### src/rtl/core/gbgcr_pkg.sv
`default_nettype none

package gbgcr_pkg;

    localparam int PANEL_COLUMNS = 192;
    localparam int PANEL_ROWS    = 64;
    localparam int CHIP_COLUMNS  = 64;
    localparam int CHIP_BITS     = $clog2(CHIP_COLUMNS);

    localparam int GLYPH_BYTES   = 32;
    localparam int GLYPH_AW      = $clog2(GLYPH_BYTES);

    localparam int IN_W          = 40;
    localparam int OUT_W         = 48;
    localparam int OFF_W         = 15;
    localparam int ADDR_W        = 20;

    localparam logic [7:0] LEAD_MIN     = 8'h80;
    localparam logic [7:0] TRAIL_MIN    = 8'h40;
    localparam logic [7:0] R1_LEAD      = 8'hB0;
    localparam logic [7:0] R1_TRAIL     = 8'hA1;
    localparam logic [7:0] R2_LEAD      = 8'h81;
    localparam logic [7:0] R2_LEAD_MAX  = 8'hA0;
    localparam logic [7:0] R2_GAP       = 8'h3E;
    localparam logic [7:0] R3_LEAD      = 8'hAA;
    localparam logic [7:0] R3_TRAIL_MAX = 8'hA0;
    localparam int         R1_STRIDE    = 94;
    localparam int         R2_STRIDE    = 190;
    localparam int         R2_BASE      = 6768;
    localparam int         R3_STRIDE    = 96;
    localparam int         R3_BASE      = 12848;

    localparam logic KIND_CODE  = 1'b0;
    localparam logic KIND_GLYPH = 1'b1;

    typedef enum logic [2:0] {
        ST_IDLE,
        ST_ADDR,
        ST_READ,
        ST_LATCH,
        ST_EMIT
    } state_t;

    typedef struct packed {
        logic                load_code;
        logic                send_addr;
        logic                mem_we;
        logic [GLYPH_AW-1:0] waddr;
        logic                mem_re;
        logic                tile_we;
        logic                send_col;
        logic [1:0]          blk;
        logic [2:0]          idx;
        logic                last;
    } cmd_t;

    typedef struct packed {
        logic out_free;
        logic map_ok;
    } status_t;

endpackage

`default_nettype wire

### src/rtl/core/gbgcr_ctrl.sv
`default_nettype none

module gbgcr_ctrl (
    input  wire logic              aclk,
    input  wire logic              aresetn,
    input  wire logic              s_tvalid,
    input  wire logic              s_tuser,
    output logic                   s_tready,
    input  wire gbgcr_pkg::status_t status,
    output gbgcr_pkg::cmd_t        cmd
);
    import gbgcr_pkg::*;

    state_t              state_reg, state_next;
    logic [GLYPH_AW-1:0] cnt_reg, cnt_next;
    logic                valid_reg, valid_next;
    logic [1:0]          blk_reg, blk_next;
    logic [2:0]          idx_reg, idx_next;
    logic                accept;

    assign s_tready = (state_reg == ST_IDLE);
    assign accept   = s_tvalid && s_tready;

    always_ff @(posedge aclk) begin
        if (!aresetn) begin
            state_reg <= ST_IDLE;
            cnt_reg   <= '0;
            valid_reg <= 1'b0;
            blk_reg   <= '0;
            idx_reg   <= '0;
        end else begin
            state_reg <= state_next;
            cnt_reg   <= cnt_next;
            valid_reg <= valid_next;
            blk_reg   <= blk_next;
            idx_reg   <= idx_next;
        end
    end

    always_comb begin
        state_next = state_reg;
        unique case (state_reg)
            ST_IDLE: begin
                if (accept && s_tuser == KIND_CODE) begin
                    state_next = ST_ADDR;
                end else if (accept && valid_reg && (&cnt_reg)) begin
                    state_next = ST_READ;
                end
            end
            ST_ADDR: begin
                if (status.out_free) begin
                    state_next = ST_IDLE;
                end
            end
            ST_READ: state_next = ST_LATCH;
            ST_LATCH: begin
                state_next = (&idx_reg) ? ST_EMIT : ST_READ;
            end
            ST_EMIT: begin
                if (status.out_free && (&idx_reg)) begin
                    state_next = (&blk_reg) ? ST_IDLE : ST_READ;
                end
            end
            default: state_next = ST_IDLE;
        endcase
    end

    // byte count, code valid and tile walk counters
    always_comb begin
        cnt_next   = cnt_reg;
        valid_next = valid_reg;
        blk_next   = blk_reg;
        idx_next   = idx_reg;
        unique case (state_reg)
            ST_IDLE: begin
                if (accept && s_tuser == KIND_CODE) begin
                    cnt_next   = '0;
                    valid_next = status.map_ok;
                end else if (accept && valid_reg) begin
                    cnt_next = cnt_reg + GLYPH_AW'(1);
                    blk_next = '0;
                    idx_next = '0;
                end
            end
            ST_LATCH: idx_next = idx_reg + 3'd1;
            ST_EMIT: begin
                if (status.out_free) begin
                    idx_next = idx_reg + 3'd1;
                    if (&idx_reg) begin
                        blk_next = blk_reg + 2'd1;
                        if (&blk_reg) begin
                            valid_next = 1'b0;
                        end
                    end
                end
            end
            default: ;
        endcase
    end

    always_comb begin
        cmd           = '0;
        cmd.waddr     = cnt_reg;
        cmd.blk       = blk_reg;
        cmd.idx       = idx_reg;
        cmd.last      = (&blk_reg) && (&idx_reg);
        unique case (state_reg)
            ST_IDLE: begin
                cmd.load_code = accept && s_tuser == KIND_CODE;
                cmd.mem_we    = accept && s_tuser == KIND_GLYPH && valid_reg;
            end
            ST_ADDR:  cmd.send_addr = status.out_free;
            ST_READ:  cmd.mem_re    = 1'b1;
            ST_LATCH: cmd.tile_we   = 1'b1;
            ST_EMIT:  cmd.send_col  = status.out_free;
            default: ;
        endcase
    end

endmodule

`default_nettype wire

### src/rtl/core/gbgcr_dp.sv
`default_nettype none

module gbgcr_dp (
    input  wire logic                           aclk,
    input  wire logic                           aresetn,
    input  wire logic [gbgcr_pkg::IN_W-1:0]     s_tdata,
    input  wire gbgcr_pkg::cmd_t                cmd,
    output gbgcr_pkg::status_t                  status,
    output logic                                m_tvalid,
    input  wire logic                           m_tready,
    output logic [gbgcr_pkg::OUT_W-1:0]         m_tdata,
    output logic                                m_tuser,
    output logic                                m_tlast
);
    import gbgcr_pkg::*;

    logic [7:0] q, w, in_col, in_byte;
    logic [5:0] in_row;

    assign q       = s_tdata[7:0];
    assign w       = s_tdata[15:8];
    assign in_col  = s_tdata[23:16];
    assign in_row  = s_tdata[29:24];
    assign in_byte = s_tdata[37:30];

    // code to glyph offset
    logic [7:0]       t2;
    logic [OFF_W-1:0] off1, off2, off3, off;
    logic             ok;

    assign t2   = w - TRAIL_MIN;
    assign off1 = OFF_W'(q - R1_LEAD) * OFF_W'(R1_STRIDE) + OFF_W'(w - R1_TRAIL);
    assign off2 = OFF_W'(q - R2_LEAD) * OFF_W'(R2_STRIDE) + OFF_W'(t2) + OFF_W'(R2_BASE)
                  - ((t2 > R2_GAP) ? OFF_W'(1) : OFF_W'(0));
    assign off3 = OFF_W'(q - R3_LEAD) * OFF_W'(R3_STRIDE) + OFF_W'(t2) + OFF_W'(R3_BASE);

    always_comb begin
        ok  = 1'b1;
        off = '0;
        priority if (q <= LEAD_MIN || w < TRAIL_MIN) begin
            ok = 1'b0;
        end else if (q >= R1_LEAD && w >= R1_TRAIL) begin
            off = off1;
        end else if (q <= R2_LEAD_MAX) begin
            off = off2;
        end else if (q >= R3_LEAD && w <= R3_TRAIL_MAX) begin
            off = off3;
        end else begin
            ok = 1'b0;
        end
    end

    logic [ADDR_W-1:0] pend_addr_reg;
    logic              pend_err_reg;
    logic [7:0]        col_base_reg;
    logic [5:0]        row_base_reg;

    always_ff @(posedge aclk) begin
        if (cmd.load_code) begin
            pend_addr_reg <= ok ? {off, 5'b0} : '0;
            pend_err_reg  <= !ok;
            col_base_reg  <= in_col;
            row_base_reg  <= in_row;
        end
    end

    // glyph store and 8x8 tile
    logic [7:0] mem [GLYPH_BYTES];
    logic [7:0] rd_data_reg;
    logic [7:0] tile_reg [8];

    always_ff @(posedge aclk) begin
        if (cmd.mem_we) begin
            mem[cmd.waddr] <= in_byte;
        end
        if (cmd.mem_re) begin
            rd_data_reg <= mem[{cmd.blk[1], cmd.idx, cmd.blk[0]}];
        end
    end

    always_ff @(posedge aclk) begin
        if (cmd.tile_we) begin
            tile_reg[cmd.idx] <= rd_data_reg;
        end
    end

    logic [7:0] col_bits;
    logic [8:0] col;
    logic [6:0] row;
    logic       off_scr;

    always_comb begin
        for (int r = 0; r < 8; r++) begin
            col_bits[r] = tile_reg[r][~cmd.idx];
        end
    end

    assign col     = {1'b0, col_base_reg} + {5'b0, cmd.blk[0], cmd.idx};
    assign row     = {1'b0, row_base_reg} + {3'b000, cmd.blk[1], 3'b000};
    assign off_scr = (col >= 9'(PANEL_COLUMNS)) || (row >= 7'(PANEL_ROWS));

    // output register
    logic        valid_reg;
    logic        kind_reg;
    logic [19:0] addr_reg;
    logic        err_reg;
    logic [1:0]  cs_reg;
    logic [5:0]  ccol_reg;
    logic [2:0]  page_reg;
    logic [7:0]  data_reg;
    logic        offs_reg;
    logic        last_reg;

    always_ff @(posedge aclk) begin
        if (!aresetn) begin
            valid_reg <= 1'b0;
        end else if (cmd.send_addr || cmd.send_col) begin
            valid_reg <= 1'b1;
        end else if (m_tready) begin
            valid_reg <= 1'b0;
        end
    end

    always_ff @(posedge aclk) begin
        if (cmd.send_addr) begin
            kind_reg <= 1'b0;
            addr_reg <= pend_addr_reg;
            err_reg  <= pend_err_reg;
            cs_reg   <= '0;
            ccol_reg <= '0;
            page_reg <= '0;
            data_reg <= '0;
            offs_reg <= 1'b0;
            last_reg <= 1'b0;
        end else if (cmd.send_col) begin
            kind_reg <= 1'b1;
            addr_reg <= '0;
            err_reg  <= 1'b0;
            cs_reg   <= col[CHIP_BITS+1:CHIP_BITS];
            ccol_reg <= col[CHIP_BITS-1:0];
            page_reg <= row[5:3];
            data_reg <= col_bits;
            offs_reg <= off_scr;
            last_reg <= cmd.last;
        end
    end

    assign status = '{out_free: !valid_reg || m_tready, map_ok: ok};

    assign m_tvalid = valid_reg;
    assign m_tuser  = kind_reg;
    assign m_tlast  = last_reg;
    assign m_tdata  = {7'b0, offs_reg, data_reg, page_reg, ccol_reg, cs_reg, err_reg, addr_reg};

endmodule

`default_nettype wire

### src/rtl/core/gb_glyph_column_renderer.sv
`default_nettype none

// GB 16x16 glyph renderer for a column-addressed multi-chip LCD panel. A code
// transaction (tuser = 0) maps the two-byte GB code to a font byte address and
// returns one address result, flagging unmapped codes. Each following glyph
// transaction (tuser = 1) stores one font byte. The 32nd byte starts
// rendering: the four 8x8 blocks are read row by row from the glyph store
// (read then latch for each row) and emitted as 8 column writes each, and
// the input stays not ready meanwhile. Glyph bytes with no valid code are
// dropped. The glyph store needs no clearing after reset.
module gb_glyph_column_renderer (
    input  wire logic                        aclk,
    input  wire logic                        aresetn,
    input  wire logic                        s_tvalid,
    output logic                             s_tready,
    // code_high[7:0], code_low[15:8], start_column[23:16], start_row[29:24],
    // glyph_byte[37:30]
    input  wire logic [gbgcr_pkg::IN_W-1:0]  s_tdata,
    // kind[0]
    input  wire logic                        s_tuser,
    output logic                             m_tvalid,
    input  wire logic                        m_tready,
    // font_address[19:0], code_error[20], chip_select[22:21],
    // chip_column[28:23], page[31:29], column_data[39:32], off_screen[40]
    output logic [gbgcr_pkg::OUT_W-1:0]      m_tdata,
    // result_kind[0]
    output logic                             m_tuser,
    output logic                             m_tlast
);
    import gbgcr_pkg::*;

    cmd_t    cmd;
    status_t status;

    gbgcr_ctrl u_ctrl (
        .aclk     (aclk),
        .aresetn  (aresetn),
        .s_tvalid (s_tvalid),
        .s_tuser  (s_tuser),
        .s_tready (s_tready),
        .status   (status),
        .cmd      (cmd)
    );

    gbgcr_dp u_dp (
        .aclk     (aclk),
        .aresetn  (aresetn),
        .s_tdata  (s_tdata),
        .cmd      (cmd),
        .status   (status),
        .m_tvalid (m_tvalid),
        .m_tready (m_tready),
        .m_tdata  (m_tdata),
        .m_tuser  (m_tuser),
        .m_tlast  (m_tlast)
    );

endmodule

`default_nettype wire
### config.mk
export PLATFORM = sky130hd
export DESIGN_NAME = gb_glyph_column_renderer
export DESIGN_NICKNAME = d
export VERILOG_FILES = /design/src/rtl/core/gbgcr_pkg.sv /design/src/rtl/core/gbgcr_ctrl.sv /design/src/rtl/core/gbgcr_dp.sv /design/src/rtl/core/gb_glyph_column_renderer.sv
export SDC_FILE = /design/constraint.sdc
export NUM_CORES = 1
export LEC_CHECK = 0
export BUFFER_PORTS_ARGS = -buffer_cell sky130_fd_sc_hd__buf_2
export CAP_MARGIN = 10
export CELL_PAD_IN_SITES_DETAIL_PLACEMENT = 1
export CELL_PAD_IN_SITES_GLOBAL_PLACEMENT = 2
export CORE_MARGIN = 2
export CORE_UTILIZATION = 25
export CTS_BUF_LIST = sky130_fd_sc_hd__clkbuf_2 sky130_fd_sc_hd__clkbuf_4 sky130_fd_sc_hd__clkbuf_8
export DETAILED_ROUTE_END_ITERATION = 8
export PLACE_DENSITY = 0.47
export SLEW_MARGIN = 30
export SYNTH_ARGS = -nofsm -noshare
export SYNTH_HDL_FRONTEND = slang
export SYNTH_HIERARCHICAL = 1
export SYNTH_SLANG_ARGS = --single-unit
### constraint.sdc
create_clock -name aclk -period 7.5 [get_ports aclk]
set_input_delay 0.375 -clock aclk [delete_from_list [all_inputs] [get_ports aclk]]
set_output_delay 0.375 -clock aclk [all_outputs]
set_load 0.005 [all_outputs]
==> reports/results.txt <==
Status -> complete, no violations
Routability Congestion -> 0.712
Via density -> 4.43
Slew Limit Fails -> 0
CTS Sinks -> 408
Synth Flop Type -> edfxtp_1
DR iter-0 viols -> 612
Worst-case reg-to-reg path depth -> 4
Vias in the first global route -> 13.9k
Layout cells sized above 1 -> 21.8%
Critical Path End Type -> register
P_leak -> 8.89 nW
Max reg flops -> 256
Max Cap Viol -> 0
Hold-fix buffers, CTS -> 12
Vias -> 12.6k
Worst-margin pin slew -> 0.973 ns
Placed Instances -> 2714
Clk root buf -> clkbuf_8
Slew headroom -> 34.9%
Critical path class -> primary input to register
FFs w/ async S/R, synth -> 0%
Critical path arrival -> 6.92 ns
GRT Overall Usage -> 13.1%
Num CTS Buffers -> 70
HPWL Detailed -> 40700 um
CP peak stage delay -> 0.53 ns
Final Skew -> 0.0343 ns
Gr ovfl total -> 0
Routing usage on met2 -> 22.5%
Sw power -> 0.00382 W
CTS clock-pin slew for the worst setup and hold paths -> 0.07 ns
Worst-path fanout max -> 7
Final Non-Filler Cells -> 2850
Row cnt -> 107
Buffers plus inverters on the worst setup path -> 5
Clock Latency Late Sink -> 0.63 ns
Crit path time final -> 6.55 ns
WL final -> 57500 um
Setup bufs post-CTS -> 0
Number of port buffers -> 79
CTS H-tree lvls -> 3
Part of the Yosys area used for sequential elements -> 54.9%
Grt met1 use -> 17.0%
Unique masters post-synth -> 88
CP top delay family -> adder cells
# IOs -> 97
Sequential fraction of design power -> 27.3%
PwrDens -> 381 mW/mm^2
Initial Util -> 25.3%
VDD IR max -> 310 uV
Core Area -> 0.0854 sq mm
GRT busiest layer -> met2
First-pass GRT wire length -> 87700 um
Crit path max-delay cell type -> fa_1
Die span in x -> 298 um
CTS tree -> done
CTS resizes -> 0
Power share of the clock group -> 20.7%
Met3 usage in global routing -> 2.22%
Largest net degree at the start of global routing -> 58
Setup-failing EPs final -> 0
Die area -> 0.0889 sq mm
Initial antenna violation count -> 7
DR WL/cell -> 20.2 um
Final worst path period share -> 87.3%
RSZ-0062 raised after global routing -> false
Final TNS setup -> 0 ns
Post-Syn Area per Cell -> 14.2 sq um
Longest Clk Path Bufs -> 3
Area added between synthesis and finish -> 15.1%
Hold Path Depth -> 3
Worst hold path type -> primary input to register
EDFF count, synth -> 371
Final net count -> 1880
Fmax -> 153 MHz
Synthesized area -> 0.0216 sq mm
Post-route ant nets -> 0
#FFs+latches synth -> 408
Sw Share -> 40.3%
Logic pwr share -> 52.0%
Startpoint Class -> primary input
WP depth -> 27
Post-route DRC -> 0
YS warnings -> 6
Final hold violation count -> 0
Worst EP required -> 7.87 ns
Die Span Y -> 298 um
Cells after Synth -> 1522
First-pass DRT Iterations -> 4
Internal power -> 0.00566 W
metrics by stage:
step,power (W),util (%),worst slack [ns],instance area [sq um],hold slack [ns]
after CTS,0.00973,29.1,0.951,24900,0.0471
after detailed placement,0.00768,27.4,0.271,23400,0.448
after global placement,0.00765,27.4,0.331,23400,0.444
final,0.00947,29.1,0.954,24900,0.117
after global routing,0.0103,29.1,0.566,24900,0.122
after floorplan,0.00609,-,0.695,21700,0.458
path summary, 6_finish.rpt:
check | startpoint | endpoint | slack, ns
worst max register to register | u_ctrl/blk_reg[0] | u_dp/rd_data_reg[7] | 4.32
worst min-delay path | s_tvalid | u_ctrl/state_reg[1] | 0.12
worst min register to register | u_dp/m_tuser | u_dp/m_tuser | 0.46
worst max-delay path | s_tdata[2] | u_dp/pend_addr_reg[19] | 0.95
layout make-up:
cell class	instances	area [sq um]
diodes	2	5.00
clock buffers	99	1210
clock inverters	23	135
fillers	9188	60500
inverters	138	520
multi-input cells	919	8990
flip-flops and latches	408	11900
well taps	1144	1430
repair buffers	117	714
power groups by stage:
stage / clock, W / sequential (W) / combinational, W
floorplan: 0 / 0.00261 / 0.00348
global placement: 0 / 0.00263 / 0.00502
detailed placement: 0 / 0.00263 / 0.00505
CTS: 0.00205 / 0.00259 / 0.00509
global route: 0.00214 / 0.00259 / 0.00557
finish: 0.00196 / 0.00258 / 0.00493
kinds of logic after synthesis:
family	after synthesis	share of synthesized area, %
mux	126	11.4
fa+ha+maj	183	12.2
other cells	1	0.0173
xor+xnor	101	4.26
simple gates	301	6.99
flops	408	54.9
compound gates	196	6.23
buf+inv	206	3.97
routing by layer:
metal	vias to the layer above	wire (um)
li1	5905	-
met1	6468	25800
met2	176	28600
met3	71	2210
met4	6	948
met5	-	34
tightest hold or removal path: stages:
cell and delay [ns]:
buf_2 0.12, a21oi_1 0.15, nor3_1 0.07
layout by cell type, fill, tap and decap left out, types with 12 or more instances in the layout:
cell type / instances
a211oi_1: 21
a21o_1: 22
a21oi_1: 47
and2_1: 22
buf_2: 79
buf_4: 25
clkbuf_4: 25
clkbuf_8: 74
clkinv_1: 12
conb_1: 12
dfxtp_1: 33
dlygate4sd3_1: 12
edfxtp_1: 371
fa_1: 47
ha_1: 134
inv_1: 134
mux2i_1: 21
mux4_2: 96
nand2_1: 55
nand3_1: 24
nor2_1: 105
nor3_1: 16
o21ai_0: 16
o21ai_1: 12
xnor2_1: 71
xor2_1: 27
synth_stat cells, types with 3 or more instances:
library cell / n / area share (%)
a211oi_1: 21 / 0.73
a21boi_0: 3 / 0.10
a21boi_1: 3 / 0.10
a21o_1: 22 / 0.76
a21oi_1: 47 / 1.1
a221oi_1: 8 / 0.32
a22oi_1: 4 / 0.14
a311oi_1: 5 / 0.20
a31oi_1: 5 / 0.14
and2_1: 23 / 0.67
and3_1: 6 / 0.17
buf_1: 9 / 0.16
buf_2: 4 / 0.093
buf_4: 17 / 0.59
clkbuf_1: 36 / 0.62
dfxtp_1: 37 / 3.4
edfxtp_1: 371 / 51
fa_1: 47 / 4.3
ha_1: 134 / 7.7
inv_1: 134 / 2.3
inv_2: 3 / 0.052
mux2_2: 9 / 0.47
mux2i_1: 21 / 0.97
mux4_2: 96 / 10
nand2_1: 55 / 0.95
nand2b_1: 11 / 0.32
nand3_1: 24 / 0.56
nand3b_1: 7 / 0.24
nand4_1: 5 / 0.14
nor2_1: 114 / 2.0
nor2b_1: 8 / 0.23
nor3_1: 18 / 0.42
nor3b_1: 4 / 0.14
o211ai_1: 5 / 0.17
o21a_1: 11 / 0.38
o21ai_0: 16 / 0.37
o21ai_1: 13 / 0.30
o21bai_1: 5 / 0.17
o31ai_1: 4 / 0.14
or3_1: 5 / 0.14
or3b_2: 3 / 0.12
xnor2_1: 71 / 2.9
xor2_1: 27 / 1.1
(Power assumes the default switching activity.)
